## config.mk

```make
export PLATFORM = sky130hd
export DESIGN_NAME = biquad_tdf2_filter
export DESIGN_NICKNAME = d
export VERILOG_FILES = /design/src/bqd_pkg.sv /design/src/bqd_datapath.sv /design/src/biquad_tdf2_filter.sv
export VERILOG_INCLUDE_DIRS = /design/src /design/src/src
export SDC_FILE = /design/constraint.sdc
export NUM_CORES = 2
export LEC_CHECK = 0
export ABC_CLOCK_PERIOD_IN_PS = 20700
export BUFFER_PORTS_ARGS = -buffer_cell sky130_fd_sc_hd__buf_2
export CAP_MARGIN = 15
export CORE_MARGIN = 3
export CORE_UTILIZATION = 45
export DETAILED_ROUTE_END_ITERATION = 8
export HOLD_SLACK_MARGIN = 0.15
export SKIP_CTS_REPAIR_TIMING = 1
export SYNTH_ARGS = -nofsm -noshare
export SYNTH_HDL_FRONTEND = slang
export SYNTH_SLANG_ARGS = --single-unit
```

## constraint.sdc

```tcl
create_clock -name clk -period 20.7 [get_ports clk]
set_input_delay 2.07 -clock clk [delete_from_list [all_inputs] [get_ports clk]]
set_output_delay 2.07 -clock clk [all_outputs]
set_load 0.005 [all_outputs]
```

## src/assert_macros.svh

```systemverilog
// Assertion helpers used by the RTL. Each use stands on a line of its own
// and carries its own terminating semicolon.
`ifndef ASSERT_MACROS_SVH
`define ASSERT_MACROS_SVH

// Same-cycle implication, disabled while reset is high.
`define BQD_ASSERT_IMP(label, clk, rst, ante, cons) \
  label: assert property (@(posedge clk) disable iff (rst) (ante) |-> (cons)) \
    else $error("bqd assertion failed: same-cycle implication");

// Next-cycle implication, disabled while reset is high.
`define BQD_ASSERT_NXT(label, clk, rst, ante, cons) \
  label: assert property (@(posedge clk) disable iff (rst) (ante) |=> (cons)) \
    else $error("bqd assertion failed: next-cycle implication");

`endif

```

## src/bqd_pkg.sv

```systemverilog
`timescale 1ns / 1ps
// ----------------------------------------------------------------------------
// bqd_pkg
// Shared constants, control types and the microcode program of the biquad.
// ----------------------------------------------------------------------------
package bqd_pkg;

  localparam int COEF_WIDTH      = 20;
  localparam int NUM_COEF        = 5;
  localparam int CFG_INDEX_W     = 3;
  localparam int STEP_W          = 3;

  localparam int SAMPLE_WIDTH_DEF   = 16;
  localparam int COEF_FRAC_BITS_DEF = 16;
  localparam int ACC_WIDTH_DEF      = 40;

  localparam logic signed [COEF_WIDTH-1:0] COEF_B0_RESET = 20'sd65536;
  localparam logic signed [COEF_WIDTH-1:0] COEF_ZERO     = 20'sd0;

  // Program addresses
  localparam logic [STEP_W-1:0] STEP_IDLE   = 3'd0;
  localparam logic [STEP_W-1:0] STEP_MUL_B0 = 3'd1;
  localparam logic [STEP_W-1:0] STEP_MUL_B1 = 3'd2;
  localparam logic [STEP_W-1:0] STEP_OUT_Y  = 3'd3;
  localparam logic [STEP_W-1:0] STEP_MUL_A1 = 3'd4;
  localparam logic [STEP_W-1:0] STEP_MUL_A2 = 3'd5;
  localparam logic [STEP_W-1:0] STEP_FB_TWO = 3'd6;
  localparam logic [STEP_W-1:0] STEP_COMMIT = 3'd7;

  // Coefficient codes double as configuration register indexes
  typedef enum logic [CFG_INDEX_W-1:0] {
    COEF_B0 = 3'd0,
    COEF_B1 = 3'd1,
    COEF_B2 = 3'd2,
    COEF_A1 = 3'd3,
    COEF_A2 = 3'd4
  } coef_sel_t;

  typedef enum logic [1:0] {
    ACC_SRC_S1_RND = 2'd0,
    ACC_SRC_S2     = 2'd1,
    ACC_SRC_ZERO   = 2'd2,
    ACC_SRC_SELF   = 2'd3
  } acc_src_t;

  typedef enum logic [1:0] {
    JMP_NEVER    = 2'd0,
    JMP_NO_IN    = 2'd1,
    JMP_OUT_FULL = 2'd2
  } jmp_cond_t;

  typedef struct packed {
    logic              mul_en;
    coef_sel_t         mul_sel;
    logic              mul_y;
    logic              acc_en;
    logic              acc_dst;
    acc_src_t          acc_src;
    logic              acc_sub;
    logic              y_load;
    logic              commit;
    jmp_cond_t         jmp_cond;
    logic [STEP_W-1:0] jmp_tgt;
  } ucode_t;

  typedef struct packed {
    logic      load;
    logic      mul_en;
    coef_sel_t mul_sel;
    logic      mul_y;
    logic      acc_en;
    logic      acc_dst;
    acc_src_t  acc_src;
    logic      acc_sub;
    logic      y_load;
    logic      commit;
  } dp_ctrl_t;

  // One control word per step. Each product is accumulated in the next step.
  function automatic ucode_t ucode_rom(input logic [STEP_W-1:0] step);
    ucode_t w;
    w = '0;
    w.mul_sel  = COEF_B0;
    w.acc_src  = ACC_SRC_ZERO;
    w.jmp_cond = JMP_NEVER;
    w.jmp_tgt  = STEP_IDLE;
    unique case (step)
      STEP_IDLE: begin
        w.jmp_cond = JMP_NO_IN;
        w.jmp_tgt  = STEP_IDLE;
      end
      STEP_MUL_B0: begin
        w.mul_en  = 1'b1;
        w.mul_sel = COEF_B0;
      end
      STEP_MUL_B1: begin
        w.mul_en  = 1'b1;
        w.mul_sel = COEF_B1;
        w.acc_en  = 1'b1;
        w.acc_dst = 1'b0;
        w.acc_src = ACC_SRC_S1_RND;
      end
      STEP_OUT_Y: begin
        w.mul_en  = 1'b1;
        w.mul_sel = COEF_B2;
        w.acc_en  = 1'b1;
        w.acc_dst = 1'b1;
        w.acc_src = ACC_SRC_S2;
        w.y_load  = 1'b1;
      end
      STEP_MUL_A1: begin
        w.mul_en  = 1'b1;
        w.mul_sel = COEF_A1;
        w.mul_y   = 1'b1;
        w.acc_en  = 1'b1;
        w.acc_dst = 1'b0;
        w.acc_src = ACC_SRC_ZERO;
      end
      STEP_MUL_A2: begin
        w.mul_en  = 1'b1;
        w.mul_sel = COEF_A2;
        w.mul_y   = 1'b1;
        w.acc_en  = 1'b1;
        w.acc_dst = 1'b1;
        w.acc_src = ACC_SRC_SELF;
        w.acc_sub = 1'b1;
      end
      STEP_FB_TWO: begin
        w.acc_en  = 1'b1;
        w.acc_dst = 1'b0;
        w.acc_src = ACC_SRC_SELF;
        w.acc_sub = 1'b1;
      end
      STEP_COMMIT: begin
        w.commit   = 1'b1;
        w.jmp_cond = JMP_OUT_FULL;
        w.jmp_tgt  = STEP_COMMIT;
      end
      default: begin
        w.jmp_tgt = STEP_IDLE;
      end
    endcase
    return w;
  endfunction

endpackage

```

## src/bqd_datapath.sv

```systemverilog
`timescale 1ns / 1ps
// ----------------------------------------------------------------------------
// bqd_datapath
// Shared multiplier, two wide accumulators, output rounding and state update.
// ----------------------------------------------------------------------------
module bqd_datapath #(
  parameter int SAMPLE_WIDTH   = bqd_pkg::SAMPLE_WIDTH_DEF,
  parameter int COEF_FRAC_BITS = bqd_pkg::COEF_FRAC_BITS_DEF,
  parameter int ACC_WIDTH      = bqd_pkg::ACC_WIDTH_DEF
) (
  input  logic                                   clk,
  input  logic                                   rst,
  input  bqd_pkg::dp_ctrl_t                      ctrl,
  input  logic signed [bqd_pkg::COEF_WIDTH-1:0]  coef [bqd_pkg::NUM_COEF],
  input  logic signed [SAMPLE_WIDTH-1:0]         sample_x_in,
  output logic signed [SAMPLE_WIDTH-1:0]         y_out,
  output logic                                   clip_out
);

  localparam int CW    = bqd_pkg::COEF_WIDTH;
  localparam int PW    = CW + SAMPLE_WIDTH;
  localparam int EXT_W = ((ACC_WIDTH > PW) ? ACC_WIDTH : PW) + 2;

  localparam logic signed [EXT_W-1:0] ROUND_BIAS =
    {{(EXT_W-COEF_FRAC_BITS){1'b0}}, 1'b1, {(COEF_FRAC_BITS-1){1'b0}}};
  localparam logic signed [SAMPLE_WIDTH-1:0] Y_MAX = {1'b0, {(SAMPLE_WIDTH-1){1'b1}}};
  localparam logic signed [SAMPLE_WIDTH-1:0] Y_MIN = {1'b1, {(SAMPLE_WIDTH-1){1'b0}}};
  localparam logic signed [ACC_WIDTH-1:0]    S_MAX = {1'b0, {(ACC_WIDTH-1){1'b1}}};
  localparam logic signed [ACC_WIDTH-1:0]    S_MIN = {1'b1, {(ACC_WIDTH-1){1'b0}}};

  logic signed [SAMPLE_WIDTH-1:0] sample_x;
  logic signed [SAMPLE_WIDTH-1:0] sample_y;
  logic signed [PW-1:0]           prod;
  logic signed [EXT_W-1:0]        acc [2];
  logic signed [ACC_WIDTH-1:0]    s1;
  logic signed [ACC_WIDTH-1:0]    s2;
  logic                           clip_seen;

  logic signed [CW-1:0]           coef_pick;
  logic signed [SAMPLE_WIDTH-1:0] mul_op;
  logic signed [PW-1:0]           mul_a;
  logic signed [PW-1:0]           mul_b;
  logic signed [PW-1:0]           prod_full;
  logic signed [EXT_W-1:0]        prod_ext;
  logic signed [EXT_W-1:0]        s1_ext;
  logic signed [EXT_W-1:0]        s2_ext;
  logic signed [EXT_W-1:0]        acc_base;
  logic signed [EXT_W-1:0]        acc_sum;
  logic signed [EXT_W-1:0]        rounded;
  logic                           y_ovf;
  logic signed [SAMPLE_WIDTH-1:0] y_sat;
  logic                           s1_ovf;
  logic                           s2_ovf;
  logic signed [ACC_WIDTH-1:0]    s1_sat;
  logic signed [ACC_WIDTH-1:0]    s2_sat;

  // Multiplier operands
  always_comb begin
    unique case (ctrl.mul_sel)
      bqd_pkg::COEF_B0: coef_pick = coef[bqd_pkg::COEF_B0];
      bqd_pkg::COEF_B1: coef_pick = coef[bqd_pkg::COEF_B1];
      bqd_pkg::COEF_B2: coef_pick = coef[bqd_pkg::COEF_B2];
      bqd_pkg::COEF_A1: coef_pick = coef[bqd_pkg::COEF_A1];
      bqd_pkg::COEF_A2: coef_pick = coef[bqd_pkg::COEF_A2];
      default:          coef_pick = '0;
    endcase
  end

  assign mul_op    = ctrl.mul_y ? sample_y : sample_x;
  assign mul_a     = {{SAMPLE_WIDTH{coef_pick[CW-1]}}, coef_pick};
  assign mul_b     = {{CW{mul_op[SAMPLE_WIDTH-1]}}, mul_op};
  assign prod_full = mul_a * mul_b;

  assign prod_ext = {{(EXT_W-PW){prod[PW-1]}}, prod};
  assign s1_ext   = {{(EXT_W-ACC_WIDTH){s1[ACC_WIDTH-1]}}, s1};
  assign s2_ext   = {{(EXT_W-ACC_WIDTH){s2[ACC_WIDTH-1]}}, s2};

  always_comb begin
    case (ctrl.acc_src)
      bqd_pkg::ACC_SRC_S1_RND: acc_base = s1_ext + ROUND_BIAS;
      bqd_pkg::ACC_SRC_S2:     acc_base = s2_ext;
      bqd_pkg::ACC_SRC_SELF:   acc_base = acc[ctrl.acc_dst];
      default:                 acc_base = '0;
    endcase
  end

  assign acc_sum = ctrl.acc_sub ? (acc_base - prod_ext) : (acc_base + prod_ext);

  // Output: bias already added, so floor shift gives round half up
  assign rounded = acc[0] >>> COEF_FRAC_BITS;
  assign y_ovf   = !((&rounded[EXT_W-1:SAMPLE_WIDTH-1]) ||
                     (~|rounded[EXT_W-1:SAMPLE_WIDTH-1]));
  assign y_sat   = y_ovf ? (rounded[EXT_W-1] ? Y_MIN : Y_MAX)
                         : rounded[SAMPLE_WIDTH-1:0];

  // New state: acc[1] holds s1', acc[0] holds s2'
  assign s1_ovf = !((&acc[1][EXT_W-1:ACC_WIDTH-1]) || (~|acc[1][EXT_W-1:ACC_WIDTH-1]));
  assign s2_ovf = !((&acc[0][EXT_W-1:ACC_WIDTH-1]) || (~|acc[0][EXT_W-1:ACC_WIDTH-1]));
  assign s1_sat = s1_ovf ? (acc[1][EXT_W-1] ? S_MIN : S_MAX) : acc[1][ACC_WIDTH-1:0];
  assign s2_sat = s2_ovf ? (acc[0][EXT_W-1] ? S_MIN : S_MAX) : acc[0][ACC_WIDTH-1:0];

  always_ff @(posedge clk) begin
    if (ctrl.load) begin
      sample_x <= sample_x_in;
    end
    if (ctrl.mul_en) begin
      prod <= prod_full;
    end
    if (ctrl.acc_en) begin
      acc[ctrl.acc_dst] <= acc_sum;
    end
    if (ctrl.y_load) begin
      sample_y <= y_sat;
    end
  end

  always_ff @(posedge clk) begin
    if (rst) begin
      s1        <= '0;
      s2        <= '0;
      clip_seen <= 1'b0;
    end else begin
      if (ctrl.load) begin
        clip_seen <= 1'b0;
      end else if (ctrl.y_load && y_ovf) begin
        clip_seen <= 1'b1;
      end
      if (ctrl.commit) begin
        s1 <= s1_sat;
        s2 <= s2_sat;
      end
    end
  end

  assign y_out    = sample_y;
  assign clip_out = clip_seen || s1_ovf || s2_ovf;

endmodule

```

## src/biquad_tdf2_filter.sv

```systemverilog
`timescale 1ns / 1ps
`include "assert_macros.svh"
// ----------------------------------------------------------------------------
// biquad_tdf2_filter
// Second-order IIR section, transposed direct form II, microcoded datapath.
// ----------------------------------------------------------------------------
// Usage:
//   Input channel (in_valid/in_ready) carries one sample beat: sample_in plus
//   the block_end mark. Output channel (out_valid/out_ready) returns one beat
//   per input beat: the filtered, saturated sample, a clipped flag (output or
//   either state word saturated) and block_end_out, a copy of the mark.
//   Coefficients b0, b1, b2, a1, a2 (signed Q4.16) are written through
//   cfg_we/cfg_index/cfg_data at indexes 0..4; other indexes are ignored.
//   Write them only while the filter is idle.
//   Sequencing: an 8-step program runs on one shared multiplier (five products,
//   each registered before it is accumulated). The result is registered on
//   the commit step, and a new sample is taken only once the sequencer is
//   back in idle, so the filter works on one sample at a time.
//   Stall: the result sits in an output register; if it has not been taken
//   when the next result is ready, the sequencer holds on its commit step and
//   keeps in_ready low until out_ready frees the register.
//   Reset: state words clear to zero, b0 returns to 1.0 and the other
//   coefficients to zero, giving a pass-through filter.
// ----------------------------------------------------------------------------
module biquad_tdf2_filter #(
  parameter int SAMPLE_WIDTH   = bqd_pkg::SAMPLE_WIDTH_DEF,
  parameter int COEF_FRAC_BITS = bqd_pkg::COEF_FRAC_BITS_DEF,
  parameter int ACC_WIDTH      = bqd_pkg::ACC_WIDTH_DEF
) (
  input  logic                                   clk,
  input  logic                                   rst,
  // sample input channel
  input  logic                                   in_valid,
  output logic                                   in_ready,
  input  logic signed [SAMPLE_WIDTH-1:0]         sample_in,
  input  logic                                   block_end,
  // result channel
  output logic                                   out_valid,
  input  logic                                   out_ready,
  output logic signed [SAMPLE_WIDTH-1:0]         sample_out,
  output logic                                   clipped,
  output logic                                   block_end_out,
  // coefficient write port
  input  logic                                   cfg_we,
  input  logic [bqd_pkg::CFG_INDEX_W-1:0]        cfg_index,
  input  logic signed [bqd_pkg::COEF_WIDTH-1:0]  cfg_data
);

  // Coefficient registers
  logic signed [bqd_pkg::COEF_WIDTH-1:0] coef_b0;
  logic signed [bqd_pkg::COEF_WIDTH-1:0] coef_b1;
  logic signed [bqd_pkg::COEF_WIDTH-1:0] coef_b2;
  logic signed [bqd_pkg::COEF_WIDTH-1:0] coef_a1;
  logic signed [bqd_pkg::COEF_WIDTH-1:0] coef_a2;
  logic signed [bqd_pkg::COEF_WIDTH-1:0] coef_bank [bqd_pkg::NUM_COEF];

  // Sequencer
  logic [bqd_pkg::STEP_W-1:0] step;
  logic [bqd_pkg::STEP_W-1:0] step_next;
  bqd_pkg::ucode_t            ucode;
  bqd_pkg::dp_ctrl_t          dp_ctrl;
  logic                       in_fire;
  logic                       jump_taken;
  logic                       block_end_hold;
  logic                       at_commit;
  logic                       commit_stall;

  // Datapath results
  logic signed [SAMPLE_WIDTH-1:0] dp_y;
  logic                           dp_clip;

  // Configuration writes: take at once, drop unknown indexes.
  always_ff @(posedge clk) begin
    if (rst) begin
      coef_b0 <= bqd_pkg::COEF_B0_RESET;
      coef_b1 <= bqd_pkg::COEF_ZERO;
      coef_b2 <= bqd_pkg::COEF_ZERO;
      coef_a1 <= bqd_pkg::COEF_ZERO;
      coef_a2 <= bqd_pkg::COEF_ZERO;
    end else if (cfg_we) begin
      case (cfg_index)
        bqd_pkg::COEF_B0: coef_b0 <= cfg_data;
        bqd_pkg::COEF_B1: coef_b1 <= cfg_data;
        bqd_pkg::COEF_B2: coef_b2 <= cfg_data;
        bqd_pkg::COEF_A1: coef_a1 <= cfg_data;
        bqd_pkg::COEF_A2: coef_a2 <= cfg_data;
        default: begin
        end
      endcase
    end
  end

  assign coef_bank[bqd_pkg::COEF_B0] = coef_b0;
  assign coef_bank[bqd_pkg::COEF_B1] = coef_b1;
  assign coef_bank[bqd_pkg::COEF_B2] = coef_b2;
  assign coef_bank[bqd_pkg::COEF_A1] = coef_a1;
  assign coef_bank[bqd_pkg::COEF_A2] = coef_a2;

  // Fetch the control word for the current step.
  assign ucode    = bqd_pkg::ucode_rom(step);
  assign in_ready = (step == bqd_pkg::STEP_IDLE);
  assign in_fire  = in_valid && in_ready;

  assign at_commit    = (step == bqd_pkg::STEP_COMMIT);
  assign commit_stall = at_commit && out_valid && !out_ready;

  // Conditional jump: hold in idle until a sample beat arrives, hold on the
  // commit step while the output register is still full.
  always_comb begin
    case (ucode.jmp_cond)
      bqd_pkg::JMP_NO_IN:    jump_taken = !in_fire;
      bqd_pkg::JMP_OUT_FULL: jump_taken = out_valid && !out_ready;
      default:               jump_taken = 1'b0;
    endcase
  end

  // Program wraps from the commit step back to idle.
  assign step_next = jump_taken ? ucode.jmp_tgt : bqd_pkg::STEP_W'(step + 1'b1);

  always_ff @(posedge clk) begin
    if (rst) begin
      step <= bqd_pkg::STEP_IDLE;
    end else begin
      step <= step_next;
    end
  end

  // Drive the datapath; commit only when the step actually advances.
  always_comb begin
    dp_ctrl.load    = in_fire;
    dp_ctrl.mul_en  = ucode.mul_en;
    dp_ctrl.mul_sel = ucode.mul_sel;
    dp_ctrl.mul_y   = ucode.mul_y;
    dp_ctrl.acc_en  = ucode.acc_en;
    dp_ctrl.acc_dst = ucode.acc_dst;
    dp_ctrl.acc_src = ucode.acc_src;
    dp_ctrl.acc_sub = ucode.acc_sub;
    dp_ctrl.y_load  = ucode.y_load;
    dp_ctrl.commit  = ucode.commit && !jump_taken;
  end

  bqd_datapath #(
    .SAMPLE_WIDTH   (SAMPLE_WIDTH),
    .COEF_FRAC_BITS (COEF_FRAC_BITS),
    .ACC_WIDTH      (ACC_WIDTH)
  ) u_datapath (
    .clk         (clk),
    .rst         (rst),
    .ctrl        (dp_ctrl),
    .coef        (coef_bank),
    .sample_x_in (sample_in),
    .y_out       (dp_y),
    .clip_out    (dp_clip)
  );

  // Hold the block end mark alongside the sample in flight.
  always_ff @(posedge clk) begin
    if (in_fire) begin
      block_end_hold <= block_end;
    end
  end

  // Output register: load on commit, drop once the beat is taken.
  always_ff @(posedge clk) begin
    if (rst) begin
      out_valid <= 1'b0;
    end else if (dp_ctrl.commit) begin
      out_valid <= 1'b1;
    end else if (out_ready) begin
      out_valid <= 1'b0;
    end
  end

  always_ff @(posedge clk) begin
    if (dp_ctrl.commit) begin
      sample_out    <= dp_y;
      clipped       <= dp_clip;
      block_end_out <= block_end_hold;
    end
  end

  // An accepted sample always starts the multiply program.
  `BQD_ASSERT_NXT(a_beat_starts_program, clk, rst, in_fire, step == bqd_pkg::STEP_MUL_B0)
  // A new result only appears out of the commit step.
  `BQD_ASSERT_IMP(a_result_from_commit, clk, rst, $rose(out_valid), $past(at_commit))
  // A blocked commit keeps the sequencer parked and the result pending.
  `BQD_ASSERT_NXT(a_commit_holds, clk, rst, commit_stall, at_commit && out_valid)
  // A taken result with nothing new behind it empties the output register.
  `BQD_ASSERT_NXT(a_out_drains, clk, rst, out_valid && out_ready && !dp_ctrl.commit, !out_valid)

endmodule

```

==> results.env <==
DRV.MAX_CAP_VIOLATION_COUNT=0
IR_WORST_VDD_V=0.0000570
SLOWEST_STAGE_DELAY_CP_NS=0.72
CTS_INSERTED_BUFFERS=41
YOSYSTOPAREACELL='sky130_fd_sc_hd__fa_1'
FLOORPLAN_DIE_WIDTH_UM=260
LIBRARY_CELL_WITH_THE_HIGHEST_INSTANCE_COUNT_AFTER_SYNTHESIS='sky130_fd_sc_hd__nand2_1'
CTS_TREE='done'
POST_ROUTE_WL_UM=80400
MULTI_INPUT_COMB_AREA_UM2=18100
WORST-ENDPOINT-ARRIVAL_NS=9.47
FILL_CELLS=5891
PLACEMENT_ROWS=92
NETLIST_INSTANCES=3177
CTS.SINK_COUNT=356
UNREPAIRED_SETUP_ENDPOINTS_AFTER_GLOBAL_ROUTING='false'
HOLD_PATH_STARTPOINT='block_end_hold$_DFFE_PP_'
GRT_USAGE=0.241
DRTPASS1ITERATIONS=8
CLOCK.FMAX_MHz=109
TIGHTEST_SLEW_NS=1.08
AREA_DELTA_SYNTH_FINAL_PCT=8.37
PORT_BUFFERS=64
WORSTREGTOREGCELLS=28
R2R-END='u_datapath.prod[35]$_DFFE_PN_'
OVERFLOW=0
WORSTHOLDENDPOINT='block_end_out$_DFFE_PP_'
FINALHOLDVIOLCOUNT=0
POSTSYNTH.ASYNCRESETSHARE=0
GRT_PASS1_WL_UM=128000
NUMBER_OF_ANTENNA_VIOLATIONS_AT_THE_FIRST_CHECK_IN_GLOBAL_ROUTING=0
NETLIST-CELL-TYPE-COUNT=75
CTS.REPORTEDPATHS.CLKPINSLEW_NS=0.06
DPL.HPWL_UM=60500
CRITPATHBUFINV=6
START_UTIL=0.457
YS.WARNINGS.COUNT=0
CLOCK_INSERTION_DELAY_WORST_SKEW_NS=0.59
SYN_NETS=3680
DRT_DRC_VIOLATIONS_LEFT=0
NUM_VIAS=22600
POWER.DENSITY_nW_PER_UM2=77.3
FIN_UTIL=0.495
MOST_USED_FLIP_FLOP_CELL_AFTER_SYNTHESIS='sky130_fd_sc_hd__dfxtp_1'
CORE_AREA_UM2=63400
SYNTH_TOP_CELL_AREA_SHARE=0.220
POWER_LEAKAGE_nW=13.6
MOST_AREA_CONSUMING_CELLS_AFTER_SYNTHESIS='sky130_fd_sc_hd__fa_1 22%, sky130_fd_sc_hd__edfxtp_1 18%, sky130_fd_sc_hd__dfxtp_1 13%'
SYNTH.TOP_CELLS.BY_COUNT='481 x sky130_fd_sc_hd__nand2_1, 383 x sky130_fd_sc_hd__inv_1, 319 x sky130_fd_sc_hd__fa_1, 305 x sky130_fd_sc_hd__nor2_1, 269 x sky130_fd_sc_hd__a21oi_1'
CRITPATHCAPTURETYPE='register'
GPL.FINAL_WEIGHTED_CONGESTION=0.925
NUM_IO_PINS=65
SYNTH_AREA_PER_CELL_UM2=9.12
PLACED_CELLS=3957
R2R_SETUP_SLACK_NS=11.52
SYNTH.YOSYS.SEQ_AREA_SHARE=0.305
FF_LATCH_AREA_UM2=8840
CTS_MAX_PATH_BUFFERS=3
FINALWORSTPATHREQUIREDPERIOD_NS=9.18
RUN_STATUS='complete, no violations'
PATH_COMMON_CELL='sky130_fd_sc_hd__fa_1'
TOTALNEGATIVESETUPSLACK_NS=0
VIASPERCELL=5.61
DIE_H_UM=260
MIN-DELAY-PATH-CLASS='register to register'
FIN_CRIT_SH=0.443
FIRST_ITER_VIOLATIONS=1733
FINAL_LAYOUT_SIZE_SUFFIX_GT1_FRAC=0.0656
FINAL_MAX_SLEW_VIOL_COUNT=0
CRITPATHKIND='register to register'
ROOT_CELL_OF_THE_CLOCK_TREE='sky130_fd_sc_hd__clkbuf_16'
CRIT-REG2REG-LAUNCH='step[2]$_SDFF_PP0_'
REGISTER_BIT_COUNT_REPORTED_BY_YOSYS=356
CP-START-KIND='register'
MAX_SLEW_MARGIN=0.278
SYNTH_ENABLE_FLOP_CELLS=171
LAYOUT.CELLS.NON_FILLER=4032
ANTENNA-DIODE-COUNT=0
SKEW_NS=0.0450
FINALSETUPVIOLCOUNT=0
PATH_MAX_FANOUT=20
TOTAL_NETS_FINAL=3657
GRT_MAX_DEGREE=102
TIMING.HOLD.WORST_PATH_DEPTH=0
SYN_AREA_UM2=29000
CRIT_REQUIRED_NS=20.99
CLOCK_TREE.HTREE_LEVEL_COUNT=2
CRITICAL_PATH.SLOWEST_CELL='sky130_fd_sc_hd__o21a_1'
VIA_COUNT_OF_THE_FIRST_GLOBAL_ROUTING_PASS=23400
POST_DRT_WL_PER_CELL_UM=19.9
CRIT_FAMILY='adder cells'
DIE_AREA_UM2=67500
DRT.ANTENNA.VIOLATING_NETS=0
## flip-flops by register name (all words and copies together) (netlist names)
| signal | cells |
|---|---|
| u_datapath.s2 | 40 |
| block_end_out | 1 |
| out_valid | 1 |
| u_datapath.s1 | 40 |
| coef_b2 | 20 |
| coef_b1 | 20 |
| sample_out | 16 |
| block_end_hold | 1 |
| coef_a1 | 20 |
| coef_b0 | 20 |
| u_datapath.y_out | 16 |
| u_datapath.prod | 36 |
| u_datapath.sample_x | 16 |
| coef_a2 | 20 |
| step | 3 |
| clipped | 1 |
| u_datapath.acc | 84 |
| u_datapath.clip_seen | 1 |
## kinds of logic (layout without fill, tap and decap cells)
logic type	count (synthesis)	count (layout)	share of synthesized area
AND/OR/NAND/NOR	1034	1034	0.153
AO/OA/AOI/OAI	574	574	0.123
buffers and inverters	548	557	0.0717
adder cells (fa/ha/maj)	458	458	0.280
flip-flops	356	356	0.305
XOR/XNOR	127	127	0.0384
multiplexers	80	80	0.0282
## worst reg2reg max path: cells and delay by family (launching register included)
family,cells,cell delay (ns)
XOR/XNOR,1,0.09
AND/OR/NAND/NOR,4,1.19
adder cells (fa/ha/maj),8,3.57
flip-flops,1,0.62
buffers and inverters,6,0.77
AO/OA/AOI/OAI,9,2.64
## worst max-delay path by stage
| stage | start | endpoint | slack (ns) | cells after the start |
|---|---|---|---|---|
| final | step[2]$_SDFF_PP0_ | u_datapath.prod[35]$_DFFE_PN_ | 11.52 | 28 |
| after global routing | step[2]$_SDFF_PP0_ | u_datapath.prod[35]$_DFFE_PN_ | 10.99 | 29 |
| after CTS | step[2]$_SDFF_PP0_ | u_datapath.prod[35]$_DFFE_PN_ | 11.61 | 28 |
| after detailed placement | step[2]$_SDFF_PP0_ | u_datapath.prod[35]$_DFFE_PN_ | 11.65 | 26 |
| after global placement | step[2]$_SDFF_PP0_ | u_datapath.prod[35]$_DFFE_PN_ | 11.87 | 26 |
| after floorplan | step[2]$_SDFF_PP0_ | u_datapath.prod[34]$_DFFE_PN_ | 13.03 | 29 |
## metrics by stage
step	setup slack [ns]	cell area [µm²]	hold WS, ns	total power [mW]
floorplan	13.03	29000	0.400	1.49
global placement	11.87	30100	0.402	1.68
detailed placement	11.65	30100	0.418	1.71
CTS	11.61	31400	0.399	2.44
global route	10.99	31400	0.412	2.58
finish	11.52	31400	0.389	2.43
## where the power goes
part	leakage (nW)	switching, mW	internal, mW	total, mW
clock	0.658	0.309	0.418	0.726
sequential	3.07	0.0409	0.833	0.874
combinational	9.91	0.506	0.321	0.827
total	13.6	0.855	1.57	2.43
## layer usage
| metal | track usage | share of wire | wire length, µm |
|---|---|---|---|
| met1 | 0.322 | 0.43 | 34800 |
| met3 | 0.0319 | 0.057 | 4620 |
| met5 | 0 | 0 | 0 |
| met2 | 0.403 | 0.48 | 38400 |
| met4 | 0.0838 | 0.033 | 2630 |
## placed cells by master (no fill, tap or decap), types with 9 or more instances in the layout
cell,netlist,layout
sky130_fd_sc_hd__inv_1,383,382
sky130_fd_sc_hd__a22oi_1,9,9
sky130_fd_sc_hd__o221ai_1,12,12
sky130_fd_sc_hd__xor2_1,60,60
sky130_fd_sc_hd__o211ai_1,39,39
sky130_fd_sc_hd__o21bai_1,13,13
sky130_fd_sc_hd__and3_1,32,32
sky130_fd_sc_hd__clkinv_2,0,11
sky130_fd_sc_hd__clkbuf_16,0,42
sky130_fd_sc_hd__nor2b_1,16,16
sky130_fd_sc_hd__o21ai_0,61,60
sky130_fd_sc_hd__fa_1,319,319
sky130_fd_sc_hd__o31ai_1,10,9
sky130_fd_sc_hd__nand3_1,50,50
sky130_fd_sc_hd__clkbuf_1,150,9
sky130_fd_sc_hd__a21o_1,38,38
sky130_fd_sc_hd__ha_1,139,138
sky130_fd_sc_hd__nand4_1,15,15
sky130_fd_sc_hd__or3_1,9,9
sky130_fd_sc_hd__o22ai_1,24,23
sky130_fd_sc_hd__a222oi_1,21,21
sky130_fd_sc_hd__and2_1,14,14
sky130_fd_sc_hd__buf_2,9,63
sky130_fd_sc_hd__dfxtp_1,185,185
sky130_fd_sc_hd__nand2b_1,14,14
sky130_fd_sc_hd__nand2_1,481,481
sky130_fd_sc_hd__mux2_2,12,12
sky130_fd_sc_hd__xnor2_1,67,67
sky130_fd_sc_hd__a211oi_1,9,9
sky130_fd_sc_hd__o21a_1,16,16
sky130_fd_sc_hd__edfxtp_1,171,171
sky130_fd_sc_hd__a21oi_1,269,268
sky130_fd_sc_hd__nor2_1,305,301
sky130_fd_sc_hd__mux2i_1,68,63
sky130_fd_sc_hd__buf_4,0,33
sky130_fd_sc_hd__nor3_1,64,64
## cell type report
class | instances | area share
clock buffers | 52 | 0.0350
repair buffers | 97 | 0.0183
inverters | 385 | 0.0461
clock inverters | 23 | 0.00757
flip-flops and latches | 356 | 0.282
multi-input cells | 2273 | 0.578
well taps | 846 | 0.0337
Note: power is estimated with default switching activity, not from simulation.
